## src/hdl/wsd_pkg.sv

```systemverilog
// wsd_pkg: shared types and constants for the WebSocket frame deframer.
// No dependencies; imported by websocket_frame_deframer_core.
`default_nettype none

package wsd_pkg;

    // Header / payload parse phases
    typedef enum logic [2:0] {
        PH_HDR0    = 3'd0,
        PH_HDR1    = 3'd1,
        PH_EXT16   = 3'd2,
        PH_MASK    = 3'd3,
        PH_PAYLOAD = 3'd4,
        PH_EXT64   = 3'd5
    } phase_t;

    // Event codes carried on the result stream
    typedef enum logic [2:0] {
        EV_DATA     = 3'd0,
        EV_END      = 3'd1,
        EV_CLOSE    = 3'd2,
        EV_RSV      = 3'd3,
        EV_UNMASKED = 3'd4,
        EV_TOOLONG  = 3'd5
    } event_t;

    // Opcodes of interest
    localparam logic [3:0] OP_CONT   = 4'h0;
    localparam logic [3:0] OP_TEXT   = 4'h1;
    localparam logic [3:0] OP_BINARY = 4'h2;
    localparam logic [3:0] OP_CLOSE  = 4'h8;

    // 7-bit length escapes
    localparam logic [6:0] LEN_EXT16 = 7'd126;
    localparam logic [6:0] LEN_EXT64 = 7'd127;

    // Header byte counts
    localparam logic [3:0] CNT_EXT16 = 4'd2;
    localparam logic [3:0] CNT_EXT64 = 4'd8;
    localparam logic [3:0] CNT_MASK  = 4'd4;

    localparam logic [31:0] MAX_LEN_RESET = 32'h0040_0000;  // 4 MiB

endpackage

`default_nettype wire

```

## src/hdl/websocket_frame_deframer_core.sv

```systemverilog
// websocket_frame_deframer_core: RFC 6455 client-to-server frame parser and unmasker.
// Depends on wsd_pkg (phase and event types, opcode and length constants).
//
// Usage:
//   Input stream (s_axis_*): one received byte per transfer on s_axis_tdata.
//   Output stream (m_axis_*): at most one event per input byte.
//     m_axis_tdata = unmasked payload byte (zero unless the event is a data byte),
//     m_axis_tuser = event kind (0 data, 1 empty message end, 2 close,
//                    3 reserved bits error, 4 unmasked error, 5 too long),
//     m_axis_tlast = last byte of a message, or an end-of-message marker.
//   Config: cfg_wr_en/cfg_wr_data write the limit on 64-bit extended lengths.
//     Write it only while the block is idle.
// Output: an event is on m_axis in the cycle after the byte that caused it.
// Throughput: one byte per cycle while s_axis_tready is high, as set by the single
//   result register. The parse state updates in the accept cycle; bytes keep flowing
//   while a result waits as long as the output register is being drained or is empty.
// Stall: when m_axis_tready is low and a result is held, s_axis_tready drops.
// Reset: parser returns to the first header byte, limit returns to 4 MiB,
//   output is emptied. After a close or an error the block swallows all input
//   with no further events until the next reset.
`default_nettype none

module websocket_frame_deframer_core (
    input  wire logic        clk,
    input  wire logic        rst_n,
    // configuration
    input  wire logic        cfg_wr_en,
    input  wire logic [31:0] cfg_wr_data,    // max_payload_length
    // received bytes
    input  wire logic        s_axis_tvalid,
    output logic             s_axis_tready,
    input  wire logic [7:0]  s_axis_tdata,   // [7:0] data_byte
    // events
    output logic             m_axis_tvalid,
    input  wire logic        m_axis_tready,
    output logic [7:0]       m_axis_tdata,   // [7:0] payload_byte
    output logic [2:0]       m_axis_tuser,   // [2:0] event_kind
    output logic             m_axis_tlast    // message_end
);
    import wsd_pkg::*;

    // ---------------- state ----------------
    logic [31:0] max_len_reg;
    phase_t      phase_reg, phase_next;
    logic [3:0]  hdr_cnt_reg, hdr_cnt_next;
    logic        final_reg, final_next;
    logic [63:0] rem_reg, rem_next;
    logic [31:0] key_reg, key_next;
    logic [1:0]  mpos_reg, mpos_next;
    logic        in_msg_reg, in_msg_next;
    logic        has_data_reg, has_data_next;
    logic        halted_reg, halted_next;

    // result register
    logic        out_valid_reg;
    logic [2:0]  out_kind_reg;
    logic [7:0]  out_byte_reg;
    logic        out_end_reg;

    // event from the current byte
    logic        ev_valid;
    event_t      ev_kind;
    logic [7:0]  ev_byte;
    logic        ev_end;

    // ---------------- decode helpers ----------------
    logic        accept;
    logic        step;
    logic [7:0]  b;
    logic [3:0]  op;
    logic        rsv_set;
    logic [6:0]  len7;
    logic [63:0] ext_len;
    logic        cnt_last;
    logic        too_long;
    logic        pay_last;
    logic [7:0]  key_byte;

    assign s_axis_tready = !out_valid_reg || m_axis_tready;
    assign accept   = s_axis_tvalid && s_axis_tready;
    assign step     = accept && !halted_reg;
    assign b        = s_axis_tdata;
    assign op       = b[3:0];
    assign rsv_set  = (b[6:4] != 3'd0);
    assign len7     = b[6:0];
    assign ext_len  = {rem_reg[55:0], b};
    assign cnt_last = (hdr_cnt_reg == 4'd1);
    assign too_long = (phase_reg == PH_EXT64) && cnt_last &&
                      ((ext_len[63:32] != 32'd0) || (ext_len[31:0] > max_len_reg));
    assign pay_last = (rem_reg == 64'd1);

    always_comb
    begin
        case (mpos_reg)
            2'd0:    key_byte = key_reg[31:24];
            2'd1:    key_byte = key_reg[23:16];
            2'd2:    key_byte = key_reg[15:8];
            default: key_byte = key_reg[7:0];
        endcase
    end

    // ---------------- next phase ----------------
    always_comb
    begin
        phase_next = phase_reg;
        if (step)
        begin
            case (phase_reg)
                PH_HDR0:
                begin
                    if (op != OP_CLOSE && !rsv_set)
                        phase_next = PH_HDR1;
                end
                PH_HDR1:
                begin
                    if (b[7])
                    begin
                        if (len7 == LEN_EXT16)
                            phase_next = PH_EXT16;
                        else if (len7 == LEN_EXT64)
                            phase_next = PH_EXT64;
                        else
                            phase_next = PH_MASK;
                    end
                end
                PH_EXT16, PH_EXT64:
                begin
                    if (cnt_last && !too_long)
                        phase_next = PH_MASK;
                end
                PH_MASK:
                begin
                    if (cnt_last)
                        phase_next = (rem_reg != 64'd0) ? PH_PAYLOAD : PH_HDR0;
                end
                PH_PAYLOAD:
                begin
                    if (pay_last)
                        phase_next = PH_HDR0;
                end
                default:
                    phase_next = PH_HDR0;
            endcase
        end
    end

    // ---------------- datapath and events ----------------
    always_comb
    begin
        hdr_cnt_next  = hdr_cnt_reg;
        final_next    = final_reg;
        rem_next      = rem_reg;
        key_next      = key_reg;
        mpos_next     = mpos_reg;
        in_msg_next   = in_msg_reg;
        has_data_next = has_data_reg;
        halted_next   = halted_reg;
        ev_valid      = 1'b0;
        ev_kind       = EV_DATA;
        ev_byte       = 8'd0;
        ev_end        = 1'b0;

        if (step)
        begin
            case (phase_reg)
                PH_HDR0:
                begin
                    final_next  = b[7];
                    if (op == OP_CLOSE)
                    begin
                        halted_next = 1'b1;
                        ev_valid    = 1'b1;
                        ev_kind     = EV_CLOSE;
                    end
                    else if (rsv_set)
                    begin
                        halted_next = 1'b1;
                        ev_valid    = 1'b1;
                        ev_kind     = EV_RSV;
                    end
                    else if (op == OP_TEXT || op == OP_BINARY)
                    begin
                        // a new message closes out one that already sent bytes
                        in_msg_next   = 1'b1;
                        has_data_next = 1'b0;
                        if (in_msg_reg && has_data_reg)
                        begin
                            ev_valid = 1'b1;
                            ev_kind  = EV_END;
                            ev_end   = 1'b1;
                        end
                    end
                    else if (op != OP_CONT)
                    begin
                        // other non-data opcodes (close aside) end the message silently
                        in_msg_next   = 1'b0;
                        has_data_next = 1'b0;
                    end
                end
                PH_HDR1:
                begin
                    if (!b[7])
                    begin
                        halted_next = 1'b1;
                        ev_valid    = 1'b1;
                        ev_kind     = EV_UNMASKED;
                    end
                    else
                    begin
                        key_next = 32'd0;
                        if (len7 == LEN_EXT16)
                        begin
                            rem_next     = 64'd0;
                            hdr_cnt_next = CNT_EXT16;
                        end
                        else if (len7 == LEN_EXT64)
                        begin
                            rem_next     = 64'd0;
                            hdr_cnt_next = CNT_EXT64;
                        end
                        else
                        begin
                            rem_next     = {57'd0, len7};
                            hdr_cnt_next = CNT_MASK;
                        end
                    end
                end
                PH_EXT16, PH_EXT64:
                begin
                    rem_next     = ext_len;
                    hdr_cnt_next = hdr_cnt_reg - 4'd1;
                    if (too_long)
                    begin
                        halted_next = 1'b1;
                        ev_valid    = 1'b1;
                        ev_kind     = EV_TOOLONG;
                    end
                    else if (cnt_last)
                        hdr_cnt_next = CNT_MASK;
                end
                PH_MASK:
                begin
                    key_next     = {key_reg[23:0], b};
                    hdr_cnt_next = hdr_cnt_reg - 4'd1;
                    if (cnt_last)
                    begin
                        mpos_next = 2'd0;
                        // empty final frame ends the message
                        if (rem_reg == 64'd0 && in_msg_reg && final_reg)
                        begin
                            in_msg_next   = 1'b0;
                            has_data_next = 1'b0;
                            if (has_data_reg)
                            begin
                                ev_valid = 1'b1;
                                ev_kind  = EV_END;
                                ev_end   = 1'b1;
                            end
                        end
                    end
                end
                PH_PAYLOAD:
                begin
                    rem_next  = rem_reg - 64'd1;
                    mpos_next = mpos_reg + 2'd1;
                    if (in_msg_reg)
                    begin
                        ev_valid      = 1'b1;
                        ev_kind       = EV_DATA;
                        ev_byte       = b ^ key_byte;
                        ev_end        = pay_last && final_reg;
                        has_data_next = 1'b1;
                    end
                    if (pay_last && final_reg && in_msg_reg)
                    begin
                        in_msg_next   = 1'b0;
                        has_data_next = 1'b0;
                    end
                end
                default:
                begin
                end
            endcase
        end
    end

    // ---------------- registers ----------------
    always_ff @(posedge clk or negedge rst_n)
    begin
        if (!rst_n)
        begin
            max_len_reg   <= MAX_LEN_RESET;
            phase_reg     <= PH_HDR0;
            hdr_cnt_reg   <= 4'd0;
            final_reg     <= 1'b0;
            rem_reg       <= 64'd0;
            key_reg       <= 32'd0;
            mpos_reg      <= 2'd0;
            in_msg_reg    <= 1'b0;
            has_data_reg  <= 1'b0;
            halted_reg    <= 1'b0;
            out_valid_reg <= 1'b0;
        end
        else
        begin
            if (cfg_wr_en)
                max_len_reg <= cfg_wr_data;
            phase_reg    <= phase_next;
            hdr_cnt_reg  <= hdr_cnt_next;
            final_reg    <= final_next;
            rem_reg      <= rem_next;
            key_reg      <= key_next;
            mpos_reg     <= mpos_next;
            in_msg_reg   <= in_msg_next;
            has_data_reg <= has_data_next;
            halted_reg   <= halted_next;
            if (ev_valid)
                out_valid_reg <= 1'b1;
            else if (m_axis_tready)
                out_valid_reg <= 1'b0;
        end
    end

    // result payload, loaded only when a new event is produced
    always_ff @(posedge clk)
    begin
        if (ev_valid)
        begin
            out_kind_reg <= ev_kind;
            out_byte_reg <= ev_byte;
            out_end_reg  <= ev_end;
        end
    end

    assign m_axis_tvalid = out_valid_reg;
    assign m_axis_tdata  = out_byte_reg;
    assign m_axis_tuser  = out_kind_reg;
    assign m_axis_tlast  = out_end_reg;

endmodule

`default_nettype wire
```

## config.mk

```make
export PLATFORM = sky130hd
export DESIGN_NAME = websocket_frame_deframer_core
export DESIGN_NICKNAME = d
export VERILOG_FILES = /design/src/hdl/wsd_pkg.sv /design/src/hdl/websocket_frame_deframer_core.sv
export SDC_FILE = /design/constraint.sdc
export NUM_CORES = 1
export LEC_CHECK = 0
export BUFFER_PORTS_ARGS = -buffer_cell sky130_fd_sc_hd__buf_2
export CORE_MARGIN = 4
export CORE_UTILIZATION = 35
export CTS_BUF_LIST = sky130_fd_sc_hd__clkbuf_8
export DETAILED_ROUTE_END_ITERATION = 6
export RECOVER_POWER = 100
export SLEW_MARGIN = 10
export SYNTH_ARGS = -nofsm -noshare
export SYNTH_HDL_FRONTEND = slang
export SYNTH_SLANG_ARGS = --single-unit
```

## constraint.sdc

```tcl
create_clock -name clk -period 4.5 [get_ports clk]
set_input_delay 0.9 -clock clk [delete_from_list [all_inputs] [get_ports clk]]
set_output_delay 0.9 -clock clk [all_outputs]
set_load 0.02 [all_outputs]
```

* Word level (Yosys, flattened, before mapping)
Index checks and enable logic that the tools add are counted.
** Storage, ports and cells
- Register bits :: 154
- Input bits :: 45
** Cells by class
- Equality and inequality tests :: 29
- $lt $le $gt $ge :: 1
- Bitwise gates (word level) :: 1
- Muxes and demuxes :: 71
- Add/subtract/negate cells :: 3
- Reduce and logical (&&, ||, !) cells :: 43
** Operator list (number)
- one-hot mux 64 bit (3 select lines) :: 1
- equality test 64 x 1 -> 1 bit (second input constant) :: 1
- logical NOT 64 bit :: 1
- two-way mux 64 bit :: 1
- one-hot mux 32 bit (2 select lines) :: 1
- nonzero test 64 bit :: 1
- subtractor 64 x 1 -> 64 bit (second input constant) :: 1
- two-way mux 1 bit :: 37
- > comparator 32 bit :: 1
- two-way mux 32 bit :: 1
- nonzero test 32 bit :: 1
- two-way mux 3 bit :: 10
- one-hot mux 8 bit (3 select lines) :: 1
- != test 2 bit (second input constant) :: 11
- two-way mux 4 bit :: 5
- AND reduction 8 bit :: 2
- one-hot mux 3 bit (5 select lines) :: 1
- AND reduction 3 bit :: 5
- nonzero test 3 bit :: 5
- equality test 7 bit (second input constant) :: 2
- two-way mux 7 bit :: 2
- one-hot mux 1 bit (3 select lines) :: 4
- one-hot mux 3 bit (4 select lines) :: 1
- one-hot mux 4 bit (3 select lines) :: 1
- 27 further kinds :: 51

* Longest topological paths before layout
- Depth in word-level cells :: 8
- Mapped depth :: 10
- Gate-level depth less buffers :: 9

* Worst setup path after synthesis
Ideal clock, no wire load.
- Path type :: reg-to-reg
- From :: register rem_reg[33]
- To :: register out_byte_reg[0] (netlist: m_axis_tdata[0]), enable pin
- Buffers on the path :: 2
- Arrival :: 3.273 ns
- Setup slack :: 0.926 ns
- Clock period less this slack :: 3.574 ns
- Stages on the path, launching flop included :: 10
- Required time :: 4.199 ns
- Setup time :: 0.301 ns
- Cells stage by stage :: dfrtp_1 -> buf_6 -> or4_1 -> or4_4 -> or3_1 -> buf_2 -> or3_1 -> o311a_1 -> o31ai_1 -> inv_1
** Between the ends
- Word-level cells in the longest chain between the ends :: 7
- Elaborated cells between the ends (all ways) :: 11
** RTL lines
- start, declared :: line websocket_frame_deframer_core.sv:47 : logic [63:0] rem_reg, rem_next;
- start signal, assigned :: line websocket_frame_deframer_core.sv:311 : rem_reg <= rem_next;
- logical NOT 64 bit :: line websocket_frame_deframer_core.sv:249 : if (rem_reg == 64'd0 && in_msg_reg && final_reg)
- logical AND 1 bit (2 in a row) :: line websocket_frame_deframer_core.sv:249
- two-way mux 1 bit :: line websocket_frame_deframer_core.sv:249
- two-way mux 1 bit :: line websocket_frame_deframer_core.sv:245 : if (cnt_last)
- one-hot mux 1 bit (5 select lines) (*) :: line websocket_frame_deframer_core.sv:165 : case (phase_reg)
- two-way mux 1 bit (*) :: line websocket_frame_deframer_core.sv:163 : if (step)
- named net ev_valid :: line websocket_frame_deframer_core.sv:61 : logic ev_valid;
- end signal, assigned :: line websocket_frame_deframer_core.sv:330 : out_byte_reg <= ev_byte;
- end, declared :: line websocket_frame_deframer_core.sv:57 : logic [7:0] out_byte_reg;
Mark *: on every way through the listed nets, which the timed path passes. The rest lies on a longest branch.
A chain may end at the register's enable or synchronous reset.

* Worst setup path after layout
- From :: register rem_reg[33]
- To :: register out_byte_reg[7] (netlist: m_axis_tdata[7]), enable pin
The elaborated chain is that of the path after synthesis.

==> results.py <==
metrics = {
    "status": {
        "status": "complete, but fails checks",
        "violations": "max-capacitance violations, max-slew violations",
    },
    "layout": {
        "drive_gt1_share_pct": 9.12,
        "regArea_um2": 3920,
        "fillers": 2599,
        "layout_common_cells": "157 x o21ai_0, 141 x dfrtp_1, 101 x nand2_1, 81 x nor2_1, 74 x a21oi_1",
        "area_delta_synth_final_pct": 10.7,
        "design_area_um2": 9820,
        "layout_commonest_cell": "o21ai_0",
        "largest_register_ffs": 64,
        "finalNetCount": 1137,
        "multi_input_area_um2": 4520,
        "n_antenna_cell": 0,
    },
    "worst_setup_path": {
        "end_kind": "flip-flop",
        "required_ns": 4.67,
        "start_kind": "flip-flop",
        "cp-startpoint": "rem_reg[33]",
        "path_class": "reg -> reg",
        "arrival_ns": 4.08,
        "r2r-start": "rem_reg[33]",
        "r2r_cells": 7,
        "crit_fanout": 12,
    },
    "pwr": {
        "p_leak_uw": 0.00411,
        "vdd_drop_max_mv": 0.193,
        "pwr_density_cell_nw_per_um2": 271,
    },
    "global_route": {
        "grt_overflow": 0,
        "grt_use_met2_pct": 28.1,
        "grt_max_degree": 102,
        "antenna_found_initial": 0,
        "grtUsageMet3_pct": 3.99,
        "gr-max-usage-layer": "met2",
        "grt_util_all_layers_pct": 18.0,
        "grt_pass1_wl_um": 41500,
        "grt_util_met1_pct": 25.3,
        "grt_pass1_vias": 7718,
    },
    "placement": {
        "port_buffers": 58,
        "place_congestion": 0.900,
        "placed_cell_area_um2": 9490,
        "dp_slack_ns": 0.671,
        "dp_hpwl_um": 17300,
    },
    "clocking": {
        "root_buffer": "clkbuf_8",
        "cts_tree": "built",
        "cts_repair_resize_count": 0,
        "cts_buffer_depth": 2,
        "clkSinkCount": 154,
        "htree_levels": 4,
        "cts_made_buffers": 17,
        "postCtsSetupBuffers": 0,
        "clk_pin_slew_ns": 0.10,
        "clk_latency_ns": 0.49,
        "holdBufCountCts": 0,
    },
    "sta": {
        "hold_viol": 0,
        "whs_ns": 0.473,
        "period_share_pct": 86.8,
        "worst_slack_ns": 0.593,
        "setup_viol_count_final": 0,
        "slew_viol_final": 157,
        "setup_tns_ns": 0,
        "post-route-min-period_ns": 3.91,
        "finalClockSkew_ns": 0.0165,
        "tightest_slew_ns": 2.64,
        "rsz0062_at_grt": "false",
        "slew_headroom_pct": -76.1,
        "fmax_ghz": 0.256,
    },
    "route": {
        "first_pass_iters": 6,
        "drt_iter0_markers": 886,
        "routed-via-count": 8089,
        "wl_um": 25100,
        "antenna_left": 0,
        "post_drt_via_cell_ratio": 5.80,
        "remaining_drc_errors": 0,
        "routedWlPerCell_um": 18.0,
    },
    "die": {
        "pin_count": 59,
        "dieHeight_um": 167,
        "core_area_um2": 25000,
        "rows": 58,
        "chipWidth_um": 167,
        "dieArea_um2": 28000,
        "floorplan.initialDensity_pct": 35.4,
    },
    "worst_hold_path": {
        "min_from": "halted_reg",
        "hp-class": "reg -> reg",
        "worstHoldPathCells": 2,
    },
    "synth": {
        "synth-edff-count": 12,
        "synthFlopType": "dfrtp_1",
        "ys_types": 64,
        "synth_area_um2": 8870,
        "syn_nets": 1104,
        "synthCells": 1018,
        "ys_ff_latch": 154,
        "ys_warn_count": 0,
        "synth_area_per_cell_um2": 8.72,
        "synth_async_sr_flop_share_pct": 92.2,
        "yosysSeqAreaShare_pct": 44.1,
    },
    "job": {
        "maxCapViolCount": 2,
    },
}
## metrics by stage
stage	std cells	util [%]	total power, uW
floorplan	1018	-	1540
global placement	1362	37.9	1610
detailed placement	1362	37.9	1620
CTS	1394	39.5	2690
global route	1394	39.2	2770
finish	1394	39.2	2660
## path summary, 6_finish.rpt
check / to / slack [ns]
worst max-delay path: m_axis_tdata[7] / 0.59
worst min-delay path: halted_reg / 0.47
worst max register to register: m_axis_tdata[7] / 0.59
worst min register to register: halted_reg / 0.47
max in group asynchronous: max_len_reg[21] / 1.02
min in group asynchronous: key_reg[21] / 1.19
## Yosys cell counts (all sizes together), types with 9 or more instances
cell    count  area, um2
nand3      10       50.1
nor3       37        185
or4        12       93.8
nand2     101        379
inv        56        210
a22oi      29        218
clkbuf     56        210
nand4      14       87.6
nor4       26        163
edfxtp     12        360
a31oi       9       56.3
ha         41        513
a22o       34        298
a32oi      16        140
dfrtp     141       3530
and2        9       56.3
o21ai     158        791
a21oi      74        370
nor2       82        308
## metal layers
| layer | vias to the layer above | part of all wire [%] |
|---|---|---|
| li1 | 3857 | - |
| met1 | 3896 | 45 |
| met5 | - | 0 |
| met4 | 0 | 1.8 |
| met2 | 296 | 46 |
| met3 | 40 | 6.8 |
## worst max-delay path, cell delays in order, from the launching register on
cell	delay, ns
dfrtp_1	0.46
or4_1	0.52
or4_1	0.59
or3_1	0.51
or3_1	0.42
o311a_1	0.45
o31ai_1	0.36
inv_1	0.29
## power by group
group / internal (uW) / switching, uW / total, uW
combinational: 51.9 / 104 / 156
sequential: 1420 / 7.12 / 1430
clock: 421 / 656 / 1080
total: 1890 / 767 / 2660
## kinds of logic (layout without fill, tap and decap cells)
kind of cell | after synthesis | count (layout) | share of synthesized area [%]
AO/OA/AOI/OAI | 376 | 376 | 26.8
buffers and inverters | 116 | 162 | 5.01
XOR/XNOR | 9 | 9 | 0.888
flip-flops | 154 | 154 | 44.1
multiplexers | 4 | 4 | 0.479
AND/OR/NAND/NOR | 318 | 318 | 16.9
adder cells (fa/ha/maj) | 41 | 41 | 5.78
## layout make-up
cell class                 count  area share [%]
sequential                   154            39.9
clock inverter                15            1.67
clock buffer                  17            2.38
inverter                      56            2.14
timing repair buffer          74            3.69
multi-input combinational    748            46.1
tap                          330            4.20
Power figures use the tool's default switching activity.
